## src/sv/swiglu_pkg.sv

```systemverilog
// Shared constants, types and sigmoid table builder for the SwiGLU gate block.
package swiglu_pkg;

	localparam int LANES            = 4;
	localparam int DATA_W           = 16;
	localparam int CNT_W            = 3;
	localparam int FRAC_BITS_DEF    = 10;
	localparam int SIG_SEGMENTS_DEF = 64;
	localparam int SIG_RANGE        = 8;
	localparam int SIG_W            = 17;
	localparam int SILU_W           = 33;
	localparam int MUL_W            = 48;

	localparam logic [SIG_W-1:0] SIG_ONE = 17'h10000;
	localparam logic [SIG_W-1:0] SIG_ZERO = 17'h00000;

	typedef struct packed {
		logic             valid;
		logic [CNT_W-1:0] count;
	} ctl_t;

	// shift-subtract division, elaboration use only
	function automatic logic [63:0] udiv(input logic [63:0] n, input logic [63:0] d);
		logic [63:0] q;
		logic [63:0] r;
		q = '0;
		r = '0;
		for (int i = 63; i >= 0; i--) begin
			r = {r[62:0], n[i]};
			if (r >= d) begin
				r = r - d;
				q[i] = 1'b1;
			end
		end
		return q;
	endfunction

	// e^-(16*num/den) in Q2.30: Taylor series on num/den, then squared four times
	function automatic logic [63:0] exp_neg_q30(input logic [63:0] num, input logic [63:0] den);
		logic [63:0] z;
		logic [63:0] acc;
		logic [63:0] t;
		z = udiv(num << 30, den);
		acc = 64'd1 << 30;
		t = 64'd1 << 30;
		for (int n = 1; n <= 12; n++) begin
			t = udiv((t * z) >> 30, 64'(n));
			if (n % 2 == 1)
				acc = acc - t;
			else
				acc = acc + t;
		end
		for (int i = 0; i < 4; i++)
			acc = (acc * acc) >> 30;
		return acc;
	endfunction

	// sigmoid(-8 + 16k/segs) in unsigned Q1.16
	function automatic logic [SIG_W-1:0] sig_point(input logic [63:0] k, input logic [63:0] segs);
		logic [63:0] pos;
		logic [63:0] mid;
		logic        neg;
		logic [63:0] num;
		logic [63:0] e;
		logic [63:0] d;
		logic [63:0] v;
		pos = 64'd16 * k;
		mid = 64'(SIG_RANGE) * segs;
		neg = pos < mid;
		num = neg ? mid - pos : pos - mid;
		e = exp_neg_q30(num, 64'd16 * segs);
		d = (64'd1 << 30) + e;
		v = udiv((64'd1 << 46) + (d >> 1), d);
		return neg ? SIG_W'(64'd65536 - v) : SIG_W'(v);
	endfunction

endpackage

```

## src/sv/swiglu_merge.sv

```systemverilog
// Merge stage: rounds, saturates and masks lane results into the output beat.
module swiglu_merge #(
	parameter int FRAC_BITS = swiglu_pkg::FRAC_BITS_DEF
) (
	input  logic                                 clk,
	input  logic                                 arst_n,
	input  swiglu_pkg::ctl_t                     ctl_s5,
	input  logic signed [swiglu_pkg::MUL_W-1:0]  mul_s5 [swiglu_pkg::LANES],
	output logic                                 done,
	output logic signed [swiglu_pkg::DATA_W-1:0] res_q [swiglu_pkg::LANES],
	output logic [swiglu_pkg::CNT_W-1:0]         count_q
);

	localparam int MW = swiglu_pkg::MUL_W;
	localparam int DW = swiglu_pkg::DATA_W;
	localparam int SH = FRAC_BITS + 16;
	localparam int RW = MW - SH;
	localparam logic signed [MW-1:0] HALF = MW'(1) <<< (SH - 1);

	logic signed [DW-1:0] res_c [swiglu_pkg::LANES];

	always_comb begin
		for (int i = 0; i < swiglu_pkg::LANES; i++) begin
			logic signed [MW-1:0] t;
			logic signed [RW-1:0] r;
			t = mul_s5[i] + HALF;
			r = RW'(t >>> SH);
			if (r[RW-1:DW-1] != {(RW-DW+1){r[RW-1]}})
				res_c[i] = r[RW-1] ? $signed({1'b1, {(DW-1){1'b0}}})
				                   : $signed({1'b0, {(DW-1){1'b1}}});
			else
				res_c[i] = $signed(r[DW-1:0]);
			if (ctl_s5.count <= swiglu_pkg::CNT_W'(i))
				res_c[i] = '0;
		end
	end

	always_ff @(posedge clk or negedge arst_n) begin
		if (!arst_n)
			done <= 1'b0;
		else
			done <= ctl_s5.valid;
	end

	always_ff @(posedge clk) begin
		res_q   <= res_c;
		count_q <= ctl_s5.count;
	end

endmodule

```

## config.mk

```make
export PLATFORM = sky130hd
export DESIGN_NAME = swiglu_merge
export DESIGN_NICKNAME = d
export VERILOG_FILES = /design/src/sv/swiglu_pkg.sv /design/src/sv/swiglu_merge.sv
export SDC_FILE = /design/constraint.sdc
export NUM_CORES = 1
export LEC_CHECK = 0
export BUFFER_PORTS_ARGS = -buffer_cell sky130_fd_sc_hd__buf_2
export CORE_MARGIN = 2
export CORE_UTILIZATION = 30
export CTS_BUF_LIST = sky130_fd_sc_hd__clkbuf_2
export CTS_CLUSTER_DIAMETER = 60
export DETAILED_ROUTE_END_ITERATION = 10
export RECOVER_POWER = 25
export SYNTH_ARGS = -nofsm -noshare
export SYNTH_HDL_FRONTEND = slang
export SYNTH_SLANG_ARGS = --single-unit
```

## constraint.sdc

```tcl
create_clock -name clk -period 0.9 [get_ports clk]
set_clock_uncertainty 0.05 [all_clocks]
set_input_delay 0.09 -clock clk [delete_from_list [all_inputs] [get_ports clk]]
set_output_delay 0.09 -clock clk [all_outputs]
set_load 0.1 [all_outputs]
```

# Word level (Yosys, flattened, before mapping)
# Cells that the tools add are included.
# classes
add_sub_neg,4
mul,0
div,0
magnitude_cmp,4
eq_ne,4
shifts,0
muxes,8
n_bitwise,0
reduce_logical,0
# ops
cell,n
48-bit by 27-bit adder with 48-bit output (second input constant),4
16-bit 2-to-1 mux,8
6-bit inequality test,4
3-bit by 1-bit less-or-equal comparator with 1-bit output (second input constant),2
3-bit by 2-bit less-or-equal comparator with 1-bit output (second input constant),2
# word_totals
reg_bits,68
latch_bits,0
mem_bits_rw,0
rom_bits,0
input_bits,198
out_inout_bits,68
wordCells,26
mem_count,0

# Longest topological paths before layout
# depth
depth_word,3
ltp_mapped,10
ltp_nobuf,8

# Worst setup path after synthesis
# Ideal clock, no wire load.
# synth_path
path_type,input port to flip-flop
from,in mul_s5[169] (netlist name)
to,reg res_q[53] (netlist name)
setup_time_ns,0.136
arrival_time_ns,2.130
t_required_ns,0.714
slack_ns,-1.416
cell_stages,9
n_path_buf,2
cell_sequence,ha_1 -> nand3_1 -> or3_1 -> clkbuf_1 -> nor4_1 -> xnor2_1 -> mux2i_1 -> buf_2 -> a31oi_1
# synth_between
elab_chain_cells,3
elab_cells_between_ends,4
cone_classes,1 x add/sub; 1 x eq/ne; 2 x mux
# synth_lines
item,line_no,text
start: declaration,swiglu_merge.sv:8,"input logic signed [swiglu_pkg::MUL_W-1:0] mul_s5 [swiglu_pkg::LANES],"
48-bit by 27-bit adder with 48-bit output (*),swiglu_merge.sv:26,t = mul_s5[i] + HALF;
6-bit inequality test or 16-bit 2-to-1 mux (tied branches),"swiglu_merge.sv:28, swiglu_merge.sv:29",
16-bit 2-to-1 mux (*),swiglu_merge.sv:28,if (r[RW-1:DW-1] != {(RW-DW+1){r[RW-1]}})
end signal: assignment,swiglu_merge.sv:46,res_q <= res_c;
end: declaration,swiglu_merge.sv:10,"output logic signed [swiglu_pkg::DATA_W-1:0] res_q [swiglu_pkg::LANES],"
# Every way passes the cells marked *; elsewhere a longest branch is shown, timed or not.
# A chain may end at the register's enable or synchronous reset.

# Final worst setup path
# layout_path
from,in mul_s5[87] (netlist name)
to,reg res_q[26] (netlist name)
# Same word-level chain as after synthesis.

==> key figures <==
Yosys
  – Top-count cell post-synth: dfxtp_1
  – Top post-synthesis cells by count: dfxtp_1, nand3_1, xnor2_1
  – Number of synthesized flops with an enable pin: 0
  – Distinct cells, synth: 62
  – Sequential fraction of the synthesis area: 0.3278
  – Post-Synth Simple-Gate Area: 0.2720
  – Top cells by area, synth: dfxtp_1, xnor2_1, xor2_1
  – Synth warn: 0
  – Post-synthesis instance area: 0.004168 mm2
  – Largest family of logic cells by synthesized area: simple AND/OR/NAND/NOR gates
  – Largest area contributor in the netlist: dfxtp_1
  – Top cell type's share of synthesized area: 0.3218
  – Post-synth top flop: dfxtp_1
  – Syn_area_per_cell: 8.319 um2
  – Synth Area in XOR/XNOR: 0.1366
  – Post-synth ARST share: 0.01471
  – Cells after Synth: 501
  – Compound-Gate Fraction of Synth Area: 0.1984
  – Syn_nets: 703
  – Adder-cell share of the synthesized area: 0.01201
  – Mux cell area share after synthesis: 0.01231
  – Seq cells post-synth: 68

Die
  – Die Span Y: 121.9 um
  – # rows: 43
  – Core footprint: 0.01372 mm2
  – Die footprint: 0.01485 mm2
  – Chip width: 121.9 um
  – Num ports: 266
  – Initial Utilization: 0.3038

Placement
  – HPWL after detailed placement: 11660 um
  – Placer Congestion: 0.8997
  – PortBufs: 165
  – Placed insts: 995
  – Area after DPL: 0.007766 mm2
  – Place WS: -1.631 ns

Run
  – Number of max-cap violations: 0

Worst setup path
  – Worst path most repeated cell: buf_12
  – Crit-path slowest cell: or4_4
  – Arr. time, crit path: 2.21 ns
  – Crit path launch type: input pin
  – Critical path data required time: 1.29 ns
  – Buf/Inv on CP: 3
  – Delay-heaviest family, CP: simple AND/OR/NAND/NOR gates
  – Critical path class: input pin to flip-flop
  – Worst path cell trace: buf_2 -> nand2_4 -> or4_4 -> or3_4 -> a311oi_2 -> nand2_2 -> o32ai_4 -> buf_12 -> buf_12 -> a21oi_2
  – Crit Path Max Fanout: 7
  – CP Capture Type: flip-flop
  – CP peak stage delay: 0.55 ns

Clock tree
  – Root buffer cell: clkbuf_2
  – Num CTS Buffers: 9
  – Clock Tree Buf Depth: 2
  – Clk pin slew, worst setup/hold paths: 0.17 ns
  – Clk sinks: 68
  – # H-tree levels: 3
  – CTS tree: built

Detailed routing
  – Number of remaining DRC errors: 0
  – WL final: 18660 um
  – 1st-iter DRT viols: 385
  – Detail Route Antenna Nets: 0
  – Vias per cell: 5.216
  – DRT Pass-1 Iters: 4
  – Total number of vias: 5764
  – WL per Instance: 16.88 um

Global route
  – Gr usage total: 0.2360
  – Pin count of the biggest net entering global routing: 16
  – First-pass GRT wire length: 27790 um
  – Vias in the first global route: 5803
  – Antenna violations before repair: 2
  – GRT Residual Overflow: 0

Power and ir drop
  – Switching pwr: 4.156 mW
  – Final Power: 10.22 mW
  – Leak: 4.021 nW
  – Gate power share: 0.488
  – Int Pwr: 6.067 mW
  – Flop pwr share: 0.339
  – P per Cell Area: 1044 mW/mm2
  – Clock share of power: 0.173
  – Sw frac: 0.4065
  – Worst vdd ir: 0.6244 mV

Layout
  – Reg area: 0.001454 mm2
  – Fin area: 0.009791 mm2
  – Area grow syn2layout: 134.9%
  – Area of the multi-input gates: 0.003587 mm2
  – Post-layout util: 0.7136
  – Nets: 1121
  – Share of layout cells above drive strength 1: 0.6295
  – # fillers: 892
  – Finished Layout Cells: 1105

Timing
  – RSZ-0062 raised after global routing: true
  – Final setup fails: 132
  – Max Slew Vio Count: 0
  – Setup TNS: -70.80 ns
  – Final period util: 2.024
  – Min cycle time layout: 1.822 ns
  – Final hold vios: 5
  – Hold_ws: -0.06567 ns
  – Fmax: 0.5489 GHz
  – Worst Slack Setup Final: -0.9218 ns
  – Measured slew at the worst slew-check pin: 0.4204 ns
  – Max-slew headroom: 0.7176

Status
  – Status: finished with violations
  – Failing checks: hold timing, setup timing

Worst hold path
  – Worst hold path class: input pin to flip-flop
power groups by stage:
stage / Combinational, mW / Clock [mW] / Sequential, mW
CTS: 4.70 / 1.80 / 3.47
floorplan: 0.704 / 0 / 5.01
global placement: 4.13 / 0 / 3.53
finish: 4.99 / 1.77 / 3.47
detailed placement: 4.19 / 0 / 3.53
global route: 5.19 / 1.92 / 3.49
placed cells by master (no fill, tap or decap), types with 5 or more instances in the layout:
cell type	count
o22ai_2	12
o21ai_1	6
dlygate4sd3_1	65
xor2_1	28
dfxtp_2	66
nand2_1	30
nand3_1	28
and3_1	14
nand4_1	14
inv_1	12
xnor2_1	32
or3_4	7
nor2_2	6
buf_12	73
nor2_1	25
and4_1	9
nor3_1	17
buf_6	41
buf_4	171
buf_8	5
nor3_4	5
clkbuf_2	10
nand3_2	5
nand3_4	5
a31oi_1	15
buf_2	67
a31oi_4	15
a21oi_2	19
worst paths after layout:
kind | endpoint | start | slack, ns | cells past startpoint
min in group asynchronous | done$_DFF_PN0_ | arst_n | 0.29 | 3
setup / recovery | res_q[26]$_SDFF_PP0_ | mul_s5[87] | -0.92 | 10
hold / removal | res_q[63]$_SDFF_PP0_ | mul_s5[191] | -0.07 | 4
max in group asynchronous | done$_DFF_PN0_ | arst_n | 0.40 | 3
per-layer routing:
layer  vias to the layer above  part of all wire  GRT usage
met3                        45             0.053    0.03979
li1                       2724                 -          -
met5                         -                 0          0
met2                       213              0.53     0.4417
met4                         0             0.024    0.09124
met1                      2782              0.40     0.2647
sequential cells by signal, indices dropped and copies added (netlist names):
name / count
done: 1
count_q: 3
res_q: 64
layout make-up:
type                            count  share of cell area
Antenna cell                        2           0.0005112
Clock buffer                       10            0.005112
Clock inverter                      5            0.005495
Inverter                           12            0.004601
Multi-Input combinational cell    402              0.3664
Sequential cell                    68              0.1485
Tap cell                          180             0.02300
Timing Repair Buffer              426              0.4464
logic make-up (layout without fill, tap and decap cells):
logic type | after synthesis | in the layout
and+or+nand+nor | 210 | 210
other | 0 | 2
xor gates and xnor gates | 65 | 65
buffers and inverters | 33 | 453
DFF | 68 | 68
muxes | 5 | 5
adders and majority gates | 4 | 4
AOI/OAI and AO/OA | 116 | 118
what timing repair did:
| item | in CTS | in global routing |
|---|---|---|
| buffers inserted | 15 | 9 |
| cloned | 7 | 1 |
| endpoints found under the setup margin | 132 | 132 |
| endpoints found under the hold margin | 65 | 4 |
| pin swaps | 87 | 30 |
| hold buffers | 63 | 2 |
| resized for setup | 122 | 70 |
Power figures use the tool's default switching activity.
