**config.mk**
```make
export PLATFORM = sky130hd
export DESIGN_NAME = swiglu_lane
export DESIGN_NICKNAME = d
export VERILOG_FILES = /design/src/sv/swiglu_pkg.sv /design/src/sv/swiglu_lane.sv
export SDC_FILE = /design/constraint.sdc
export NUM_CORES = 2
export LEC_CHECK = 0
export BUFFER_PORTS_ARGS = -buffer_cell sky130_fd_sc_hd__buf_4
export CAP_MARGIN = 10
export CORE_UTILIZATION = 30
export CTS_CLUSTER_DIAMETER = 40
export CTS_CLUSTER_SIZE = 12
export DETAILED_ROUTE_END_ITERATION = 7
export HOLD_SLACK_MARGIN = 0.1
export PLACE_DENSITY = 0.52
export SETUP_SLACK_MARGIN = 0.4
export SYNTH_ARGS = -nofsm -noshare
export SYNTH_HDL_FRONTEND = slang
export SYNTH_SLANG_ARGS = --single-unit
```
**constraint.sdc**
```tcl
create_clock -name clk -period 11.6 [get_ports clk]
set_input_delay 2.9 -clock clk [delete_from_list [all_inputs] [get_ports clk]]
set_output_delay 2.9 -clock clk [all_outputs]
set_load 0.01 [all_outputs]
```
**src/sv/swiglu_pkg.sv**
```systemverilog
// Shared constants, types and sigmoid table builder for the SwiGLU gate block.
package swiglu_pkg;

	localparam int LANES            = 4;
	localparam int DATA_W           = 16;
	localparam int CNT_W            = 3;
	localparam int FRAC_BITS_DEF    = 10;
	localparam int SIG_SEGMENTS_DEF = 64;
	localparam int SIG_RANGE        = 8;
	localparam int SIG_W            = 17;
	localparam int SILU_W           = 33;
	localparam int MUL_W            = 48;

	localparam logic [SIG_W-1:0] SIG_ONE = 17'h10000;
	localparam logic [SIG_W-1:0] SIG_ZERO = 17'h00000;

	typedef struct packed {
		logic             valid;
		logic [CNT_W-1:0] count;
	} ctl_t;

	// shift-subtract division, elaboration use only
	function automatic logic [63:0] udiv(input logic [63:0] n, input logic [63:0] d);
		logic [63:0] q;
		logic [63:0] r;
		q = '0;
		r = '0;
		for (int i = 63; i >= 0; i--) begin
			r = {r[62:0], n[i]};
			if (r >= d) begin
				r = r - d;
				q[i] = 1'b1;
			end
		end
		return q;
	endfunction

	// e^-(16*num/den) in Q2.30: Taylor series on num/den, then squared four times
	function automatic logic [63:0] exp_neg_q30(input logic [63:0] num, input logic [63:0] den);
		logic [63:0] z;
		logic [63:0] acc;
		logic [63:0] t;
		z = udiv(num << 30, den);
		acc = 64'd1 << 30;
		t = 64'd1 << 30;
		for (int n = 1; n <= 12; n++) begin
			t = udiv((t * z) >> 30, 64'(n));
			if (n % 2 == 1)
				acc = acc - t;
			else
				acc = acc + t;
		end
		for (int i = 0; i < 4; i++)
			acc = (acc * acc) >> 30;
		return acc;
	endfunction

	// sigmoid(-8 + 16k/segs) in unsigned Q1.16
	function automatic logic [SIG_W-1:0] sig_point(input logic [63:0] k, input logic [63:0] segs);
		logic [63:0] pos;
		logic [63:0] mid;
		logic        neg;
		logic [63:0] num;
		logic [63:0] e;
		logic [63:0] d;
		logic [63:0] v;
		pos = 64'd16 * k;
		mid = 64'(SIG_RANGE) * segs;
		neg = pos < mid;
		num = neg ? mid - pos : pos - mid;
		e = exp_neg_q30(num, 64'd16 * segs);
		d = (64'd1 << 30) + e;
		v = udiv((64'd1 << 46) + (d >> 1), d);
		return neg ? SIG_W'(64'd65536 - v) : SIG_W'(v);
	endfunction

endpackage

```
**src/sv/swiglu_lane.sv**
```systemverilog
// One lane: piecewise-linear sigmoid, silu and optional up multiply, five stages.
module swiglu_lane #(
	parameter int FRAC_BITS        = swiglu_pkg::FRAC_BITS_DEF,
	parameter int SIGMOID_SEGMENTS = swiglu_pkg::SIG_SEGMENTS_DEF
) (
	input  logic                                    clk,
	input  logic                                    gated_mode,
	input  logic signed [swiglu_pkg::DATA_W-1:0]    gate,
	input  logic signed [swiglu_pkg::DATA_W-1:0]    up,
	output logic signed [swiglu_pkg::MUL_W-1:0]     mul_s5
);

	localparam int PW  = FRAC_BITS + 4;
	localparam int KW  = $clog2(SIGMOID_SEGMENTS + 1);
	localparam int EW  = ((FRAC_BITS + 5 > 17) ? FRAC_BITS + 5 : 17) + 1;
	localparam int SW  = swiglu_pkg::SIG_W;
	localparam int DW  = swiglu_pkg::DATA_W;
	localparam int LW  = swiglu_pkg::SILU_W;
	localparam int MW  = swiglu_pkg::MUL_W;
	localparam logic signed [EW-1:0] LO = EW'(swiglu_pkg::SIG_RANGE) <<< FRAC_BITS;

	logic [SW-1:0] sig_tab [SIGMOID_SEGMENTS+1];

	for (genvar k = 0; k <= SIGMOID_SEGMENTS; k++) begin : g_tab
		localparam logic [SW-1:0] PT = swiglu_pkg::sig_point(64'(k), 64'(SIGMOID_SEGMENTS));
		assign sig_tab[k] = PT;
	end

	// stage 1: position within the table
	logic signed [EW-1:0] g_ext;
	logic signed [EW-1:0] p_ext;
	logic [PW+KW-1:0]     pos_c;

	assign g_ext = EW'(gate);
	assign p_ext = g_ext + LO;
	assign pos_c = (PW+KW)'(p_ext[PW-1:0]) * (PW+KW)'(SIGMOID_SEGMENTS);

	logic [KW-1:0]         k_s1;
	logic [PW-1:0]         r_s1;
	logic signed [DW-1:0]  g_s1, up_s1;
	logic                  below_s1, above_s1;

	always_ff @(posedge clk) begin
		k_s1     <= pos_c[PW+KW-1:PW];
		r_s1     <= pos_c[PW-1:0];
		g_s1     <= gate;
		up_s1    <= up;
		below_s1 <= g_ext < -LO;
		above_s1 <= g_ext >= LO;
	end

	// stage 2: breakpoint lookup
	logic [SW-1:0]         a_s2, diff_s2;
	logic [PW-1:0]         r_s2;
	logic signed [DW-1:0]  g_s2, up_s2;
	logic                  below_s2, above_s2;

	always_ff @(posedge clk) begin
		a_s2     <= sig_tab[k_s1];
		diff_s2  <= sig_tab[KW'(k_s1 + 1'b1)] - sig_tab[k_s1];
		r_s2     <= r_s1;
		g_s2     <= g_s1;
		up_s2    <= up_s1;
		below_s2 <= below_s1;
		above_s2 <= above_s1;
	end

	// stage 3: slope times remainder
	logic [SW-1:0]         a_s3;
	logic [SW+PW-1:0]      ip_s3;
	logic signed [DW-1:0]  g_s3, up_s3;
	logic                  below_s3, above_s3;

	always_ff @(posedge clk) begin
		a_s3     <= a_s2;
		ip_s3    <= (SW+PW)'(diff_s2) * (SW+PW)'(r_s2);
		g_s3     <= g_s2;
		up_s3    <= up_s2;
		below_s3 <= below_s2;
		above_s3 <= above_s2;
	end

	// stage 4: sigmoid and silu
	logic [SW-1:0]         sig_c;
	logic signed [LW-1:0]  silu_c;

	always_comb begin
		if (below_s3)
			sig_c = swiglu_pkg::SIG_ZERO;
		else if (above_s3)
			sig_c = swiglu_pkg::SIG_ONE;
		else
			sig_c = a_s3 + SW'(ip_s3 >> PW);
	end

	assign silu_c = LW'($signed(g_s3) * $signed({1'b0, sig_c}));

	logic signed [LW-1:0]  silu_s4;
	logic signed [DW-1:0]  up_s4;

	always_ff @(posedge clk) begin
		silu_s4 <= silu_c;
		up_s4   <= up_s3;
	end

	// stage 5: up multiply, or scale plain silu to the same shift
	logic signed [MW-1:0]  prod_c;
	logic signed [MW-1:0]  plain_c;

	assign prod_c  = MW'(silu_s4) * MW'(up_s4);
	assign plain_c = MW'(silu_s4) <<< FRAC_BITS;

	always_ff @(posedge clk) begin
		mul_s5 <= gated_mode ? prod_c : plain_c;
	end

endmodule

```
Word-level counts from Yosys, hierarchy flattened. Memory sizes are Yosys's and may differ from the RTL's. Index checks and enable logic that the tools add are counted.

Register bits after elaboration: 303. ROM bits: 4352. Output and inout bits: 48. Word-level logic and storage cells: 45. Memories kept: 2.

$add $sub $neg: 4. Multipliers: 3. $lt $le $gt $ge: 4. Muxes and demuxes: 7. Bitwise gates (word level): 2.

Memories: (name not given) (depth 128, width 17, rd ports 1, clocked after memory_dff 0, wr ports 0, line swiglu_lane.sv:60) `diff_s2 <= sig_tab[KW'(k_s1 + 1'b1)] - sig_tab[k_s1];`; (name not given) (depth 128, width 17, rd ports 1, clocked after memory_dff 0, wr ports 0, line swiglu_lane.sv:60).

Operators by type and width (number): $mux 17 (6); $mul 33x16->48 (1); $mux 48 (1); $mul 16x18->33 (1); $mul 17x8->25 (1); $add 17x17->17 (1); $sub 17x17->17 (1); $ge 16x15->1 const B (1); $ge 8x8->1 const B (2); $lt 16x14->1 const B (1); $add 14x14->14 const B (1); $not 6->8 (1); $not 7->8 (1); $add 6x1->7 const B (1).

Depth between registers and ports, before layout.
Depth after elaboration: 6. Mapped depth: 34. Gate-level depth less buffers: 34.

Worst setup path after synthesis. No wires, ideal clock.

Path kind: reg2reg. Start point: register a_s3[1]. End point: register silu_s4[31]. Arrival: 7652 ps. Required time: 11528 ps. Path slack: 3876 ps. Cell stages (with the launch flop): 33. Period minus slack after synthesis: 7724 ps. Cell sequence: dfxtp_1 > ha_1 > a21o_1 > a21o_1 > a21oi_1 > o21ai_1 > a41o_1 > o41ai_2 > o31ai_1 > xor2_1 > and2_1 > clkbuf_1 > nand2_1 > fa_1 > fa_1 > inv_1 > fa_1 > fa_1 > fa_1 > inv_1 > fa_1 > inv_1 > ha_1 > a21o_1 > a21o_1 > a21oi_1 > o21ai_0 > a21o_1 > a2111o_1 > a21oi_1 > o31ai_1 > a21oi_1 > xnor2_1.

Word-level cells in the longest chain between the ends: 4.

RTL lines: start: declaration (line swiglu_lane.sv:69) `logic [SW-1:0] a_s3;`; start signal: assignment (line swiglu_lane.sv:75) `a_s3 <= a_s2;`; $add 17x17->17 (line swiglu_lane.sv:93) `sig_c = a_s3 + SW'(ip_s3 >> PW);`; $mux 17 (line swiglu_lane.sv:90) `else if (above_s3)`; $mux 17 (line swiglu_lane.sv:88) `if (below_s3)`; $mul 16x18->33 (line swiglu_lane.sv:96) `assign silu_c = LW'($signed(g_s3) * $signed({1'b0, sig_c}));`; named net silu_c[31] (line swiglu_lane.sv:85) `logic signed [LW-1:0] silu_c;`; end signal: assignment (line swiglu_lane.sv:102) `silu_s4 <= silu_c;`; end: declaration (line swiglu_lane.sv:98) `logic signed [LW-1:0] silu_s4;`.

The timed path passes the listed nets, and every way through them passes these cells. A chain may end at the register's enable or synchronous reset.

Worst setup path in the final report.
Start point: register a_s3[0]. End point: register silu_s4[32].

The elaborated chain is that of the path after synthesis.

==> run summary <==
The sum of negative setup slack came out at 0 ns. In this run the horizontal extent of the chip is 371 um. The later-pin clock latency in the skew report came out at 0.62 ns. The instance count of the mapped netlist came out at 4498. The achievable clock frequency is 0.115 GHz.

The clock input transition at the sequential cells of the worst setup and hold paths came out at 0.06 ns. The number of cells traversed by the worst hold path is 0. The setup fix buffers added after clock tree synthesis came out at 0. The post-layout worst setup margin is 2.88 ns. The worst register-to-register path begins at a_s3[0]. The critical path endpoint category is a register. The post-route clock skew is 0.0426 ns. Of the synthesized area, sequential elements account for 13.1%.

The setup violation total in the final timing report is 0. The clock tree root buffer cell is clkbuf_16. The peak fanout along the critical path is 10.

The starting density of the core is 30.4%. After floorplanning, the core was divided into 134 placement rows. The detailed router placed 29500 vias in this run.

The end-of-flow core utilization came out at 33.4%. Yosys printed 0 warnings. The simple-gate share of the synthesized area is 16.2%. The final number of max-transition violations is 0. The largest stage delay on the critical path is 0.54 ns. The number of levels in the clock H-tree came out at 2.

After synthesis, the largest family of logic cells by area is adder cells. The buffer depth of the longest clock path came out at 3. The adder-cell area share of the yosys netlist is 49.0%. The via count of the first global-routing pass came to 31500.

The count of nets left with antenna violations once routing finished came out at 0. The slowest stage of the critical path is the fa_1 cell. The count of flip-flops with a built-in enable after synthesis is 0. Once detailed placement completed, the half-perimeter wirelength came to 81.1 mm. The count of buffers inserted at the top-level ports is 81. The endpoint identified for the worst register-to-register timing path is silu_s4[32]. Yosys mapped the design onto 82 distinct sky130hd cell types. The slew of the pin with the lowest slew margin came out at 1.06 ns. The post-cts sizing count is 0. The flow ran to the end, and the final reports show no timing, DRC or antenna violations. STA classifies the critical path startpoint as a register. After layout, the worst path uses 75.2% of the clock period.

For the worst setup path, the data arrival time is 9.21 ns. The largest net degree at the start of global routing is 83. The cell type with the highest occurrence count on the critical path is fa_1. The layout net count came out at 5631. The share of synthesized flip-flops with an asynchronous set or reset came out at 0%. The library cell used most frequently in the layout, excluding fill and tap cells, is inv_1.

The number of remaining DRC errors came out at 0. The post-synthesis compound-gate area fraction is 7.79%. The number of buffers added to fix hold violations after cts is 0. The number of ports placed on the die boundary is 82. The min-delay analysis places its worst path in the category reg2reg. The violation count after the first detailed-route iteration came out at 1458. The first global-routing pass estimated 172 mm of wire. TritonCTS built the clock tree. The post-synthesis to final-layout area growth is 9.99%.

The startpoint identified for the worst hold timing path is a_s2[9]. Global routing finished with a remaining overflow of 0. The number of cells on the worst reg-to-reg path came out at 33. The worst hold path endpoint is a_s3[9]. Global routing used 15.9% of the available tracks across all layers. The die covers 137000 um2.

The final hold violation count is 0. Wires add up to 107 mm. The number of clock sinks seen by CTS came out at 266. Setup repair after global routing left no endpoint under its margin. Among all flip-flop cells after synthesis, the most frequent one is dfxtp_1. The minimum clock period came out at 8.72 ns. The combined area of all synthesized cells came out at 40800 um2. The share of post-route cells with drive strength above 1 is 6.46%. The setup check on the worst reg-to-reg path leaves a slack of 2.88 ns. The synthesized design contains 266 register bits. The post-detailed-route via-to-cell ratio came out at 4.70.

By startpoint and endpoint, the worst setup path is classified as reg2reg. The die extent in y is 371 um. The proportion of synthesized area in mux cells came out at 1.12%. The first detailed-routing pass ran for 5 iterations. The data required time at the worst endpoint came out at 12.09 ns.

The post-synthesis area per instance is 9.07 um2. The number of buffers created by CTS is 46. The xor and xnor area share after synthesis came out at 2.73%. Timing analysis after detailed placement gives a worst setup slack of 2.84 ns. The initial antenna violation count is 4. The tool flagged a number of max-cap violations equal to 0. The library cells used most frequently in the layout, excluding fill and tap cells, are inv_1 (883), fa_1 (793), nand2_1 (656). The final weighted congestion in routability-driven placement is 0.856. The area of the core region came out at 134000 um2. After detailed routing, the average wire length per cell comes to 17.0 um. The remaining max-slew budget at the tightest pin came out at 29.5%. The number of nets produced by synthesis came out at 5653.
==> how the worst max path moves through the flow <==
stage                     startpoint     endpoint  slack, ns
after CTS                    a_s3[0]  silu_s4[31]       2.87
after floorplan              a_s3[1]  silu_s4[31]       3.88
final                        a_s3[0]  silu_s4[32]       2.88
after global routing         a_s3[0]  silu_s4[32]       2.25
after global placement       a_s3[0]  silu_s4[31]       3.07
after detailed placement     a_s3[0]  silu_s4[31]       2.84
==> critical path: cells and delay by family, from the launching register on <==
family	cells	cell delay (ns)
DFF	1	0.31
xor gates and xnor gates	1	0.46
adders and majority gates	9	3.92
and+or+nand+nor	6	1.33
AOI/OAI and AO/OA	13	2.38
buffers and inverters	4	0.20
==> Yosys cell counts, types with 5 or more instances <==
cell         n  area (um2)
a31oi_1     22         138
xor2_1      44         385
nand4_1     12        75.1
and3_1      61         382
o211ai_1    30         225
o21ai_0     87         435
a211oi_1    16         120
ha_1       328        4100
o31ai_1      6        45.0
or3_1       11        68.8
o21a_1      19         143
nor2b_1     19         119
mux2_2      28         315
a21oi_1    131         656
a21o_1      52         390
nor3b_1      8        60.1
or2_2        9        56.3
o22ai_1      7        43.8
nor3_1      25         125
a21boi_0     8        60.1
nand2b_1    47         294
o311ai_0     6        52.6
dfxtp_1    266        5330
fa_1       793       15900
buf_2        5        25.0
nand2_1    656        2460
a2111oi_0    5        43.8
clkinv_1     5        18.8
clkbuf_1   188         706
o21bai_1    19         143
inv_1      883        3310
and2_1     331        2070
o21ai_1      5        25.0
buf_1       12        45.0
mux2i_1      5        50.1
xnor2_1     83         727
nand3_1     47         235
nor2_1     130         488
==> final cells by class <==
type	count	area, um2
clock buffer	51	1200
fill	14100	89300
timing repair buffer	138	1040
multi-input combinational	3136	31400
clock inverter	29	384
sequential	266	5330
inverter	888	3330
tap	1768	2210
antenna	1	2.50
==> flip-flops by register name, summed over array words and instances, names as in the netlist, 17 cells and up <==
signal	count
mul_s5	48
silu_s4	33
diff_s2	17
ip_s3	17
==> stage by stage <==
stage | hold WS, ns | cell area [um2] | cells
after CTS | 0.310 | 44900 | 6276
after global placement | 0.310 | 43300 | 6196
after global routing | 0.311 | 44900 | 6276
after detailed placement | 0.312 | 43300 | 6196
final | 0.308 | 44900 | 6277
after floorplan | 0.310 | 40800 | 4498
==> routing by layer <==
metal  GRT usage [%]  vias to the layer above  part of all wire [%]
li1                -                    13700                     -
met1            20.6                    14900                    44
met2            27.0                      688                    48
met3            2.12                      190                   4.6
met4            5.40                        0                   3.3
met5               0                        -                     0
==> cell families (layout without fill, tap and decap cells) <==
group	after synthesis	count (layout)
adders and majority gates	1121	1121
AOI/OAI and AO/OA	474	474
other	0	1
xor gates and xnor gates	127	127
and+or+nand+nor	1377	1377
buffers and inverters	1096	1106
DFF	266	266
muxes	37	37
Power is not shown: default switching activity piles up to over one toggle a cycle in this logic, so the estimate is an artifact.
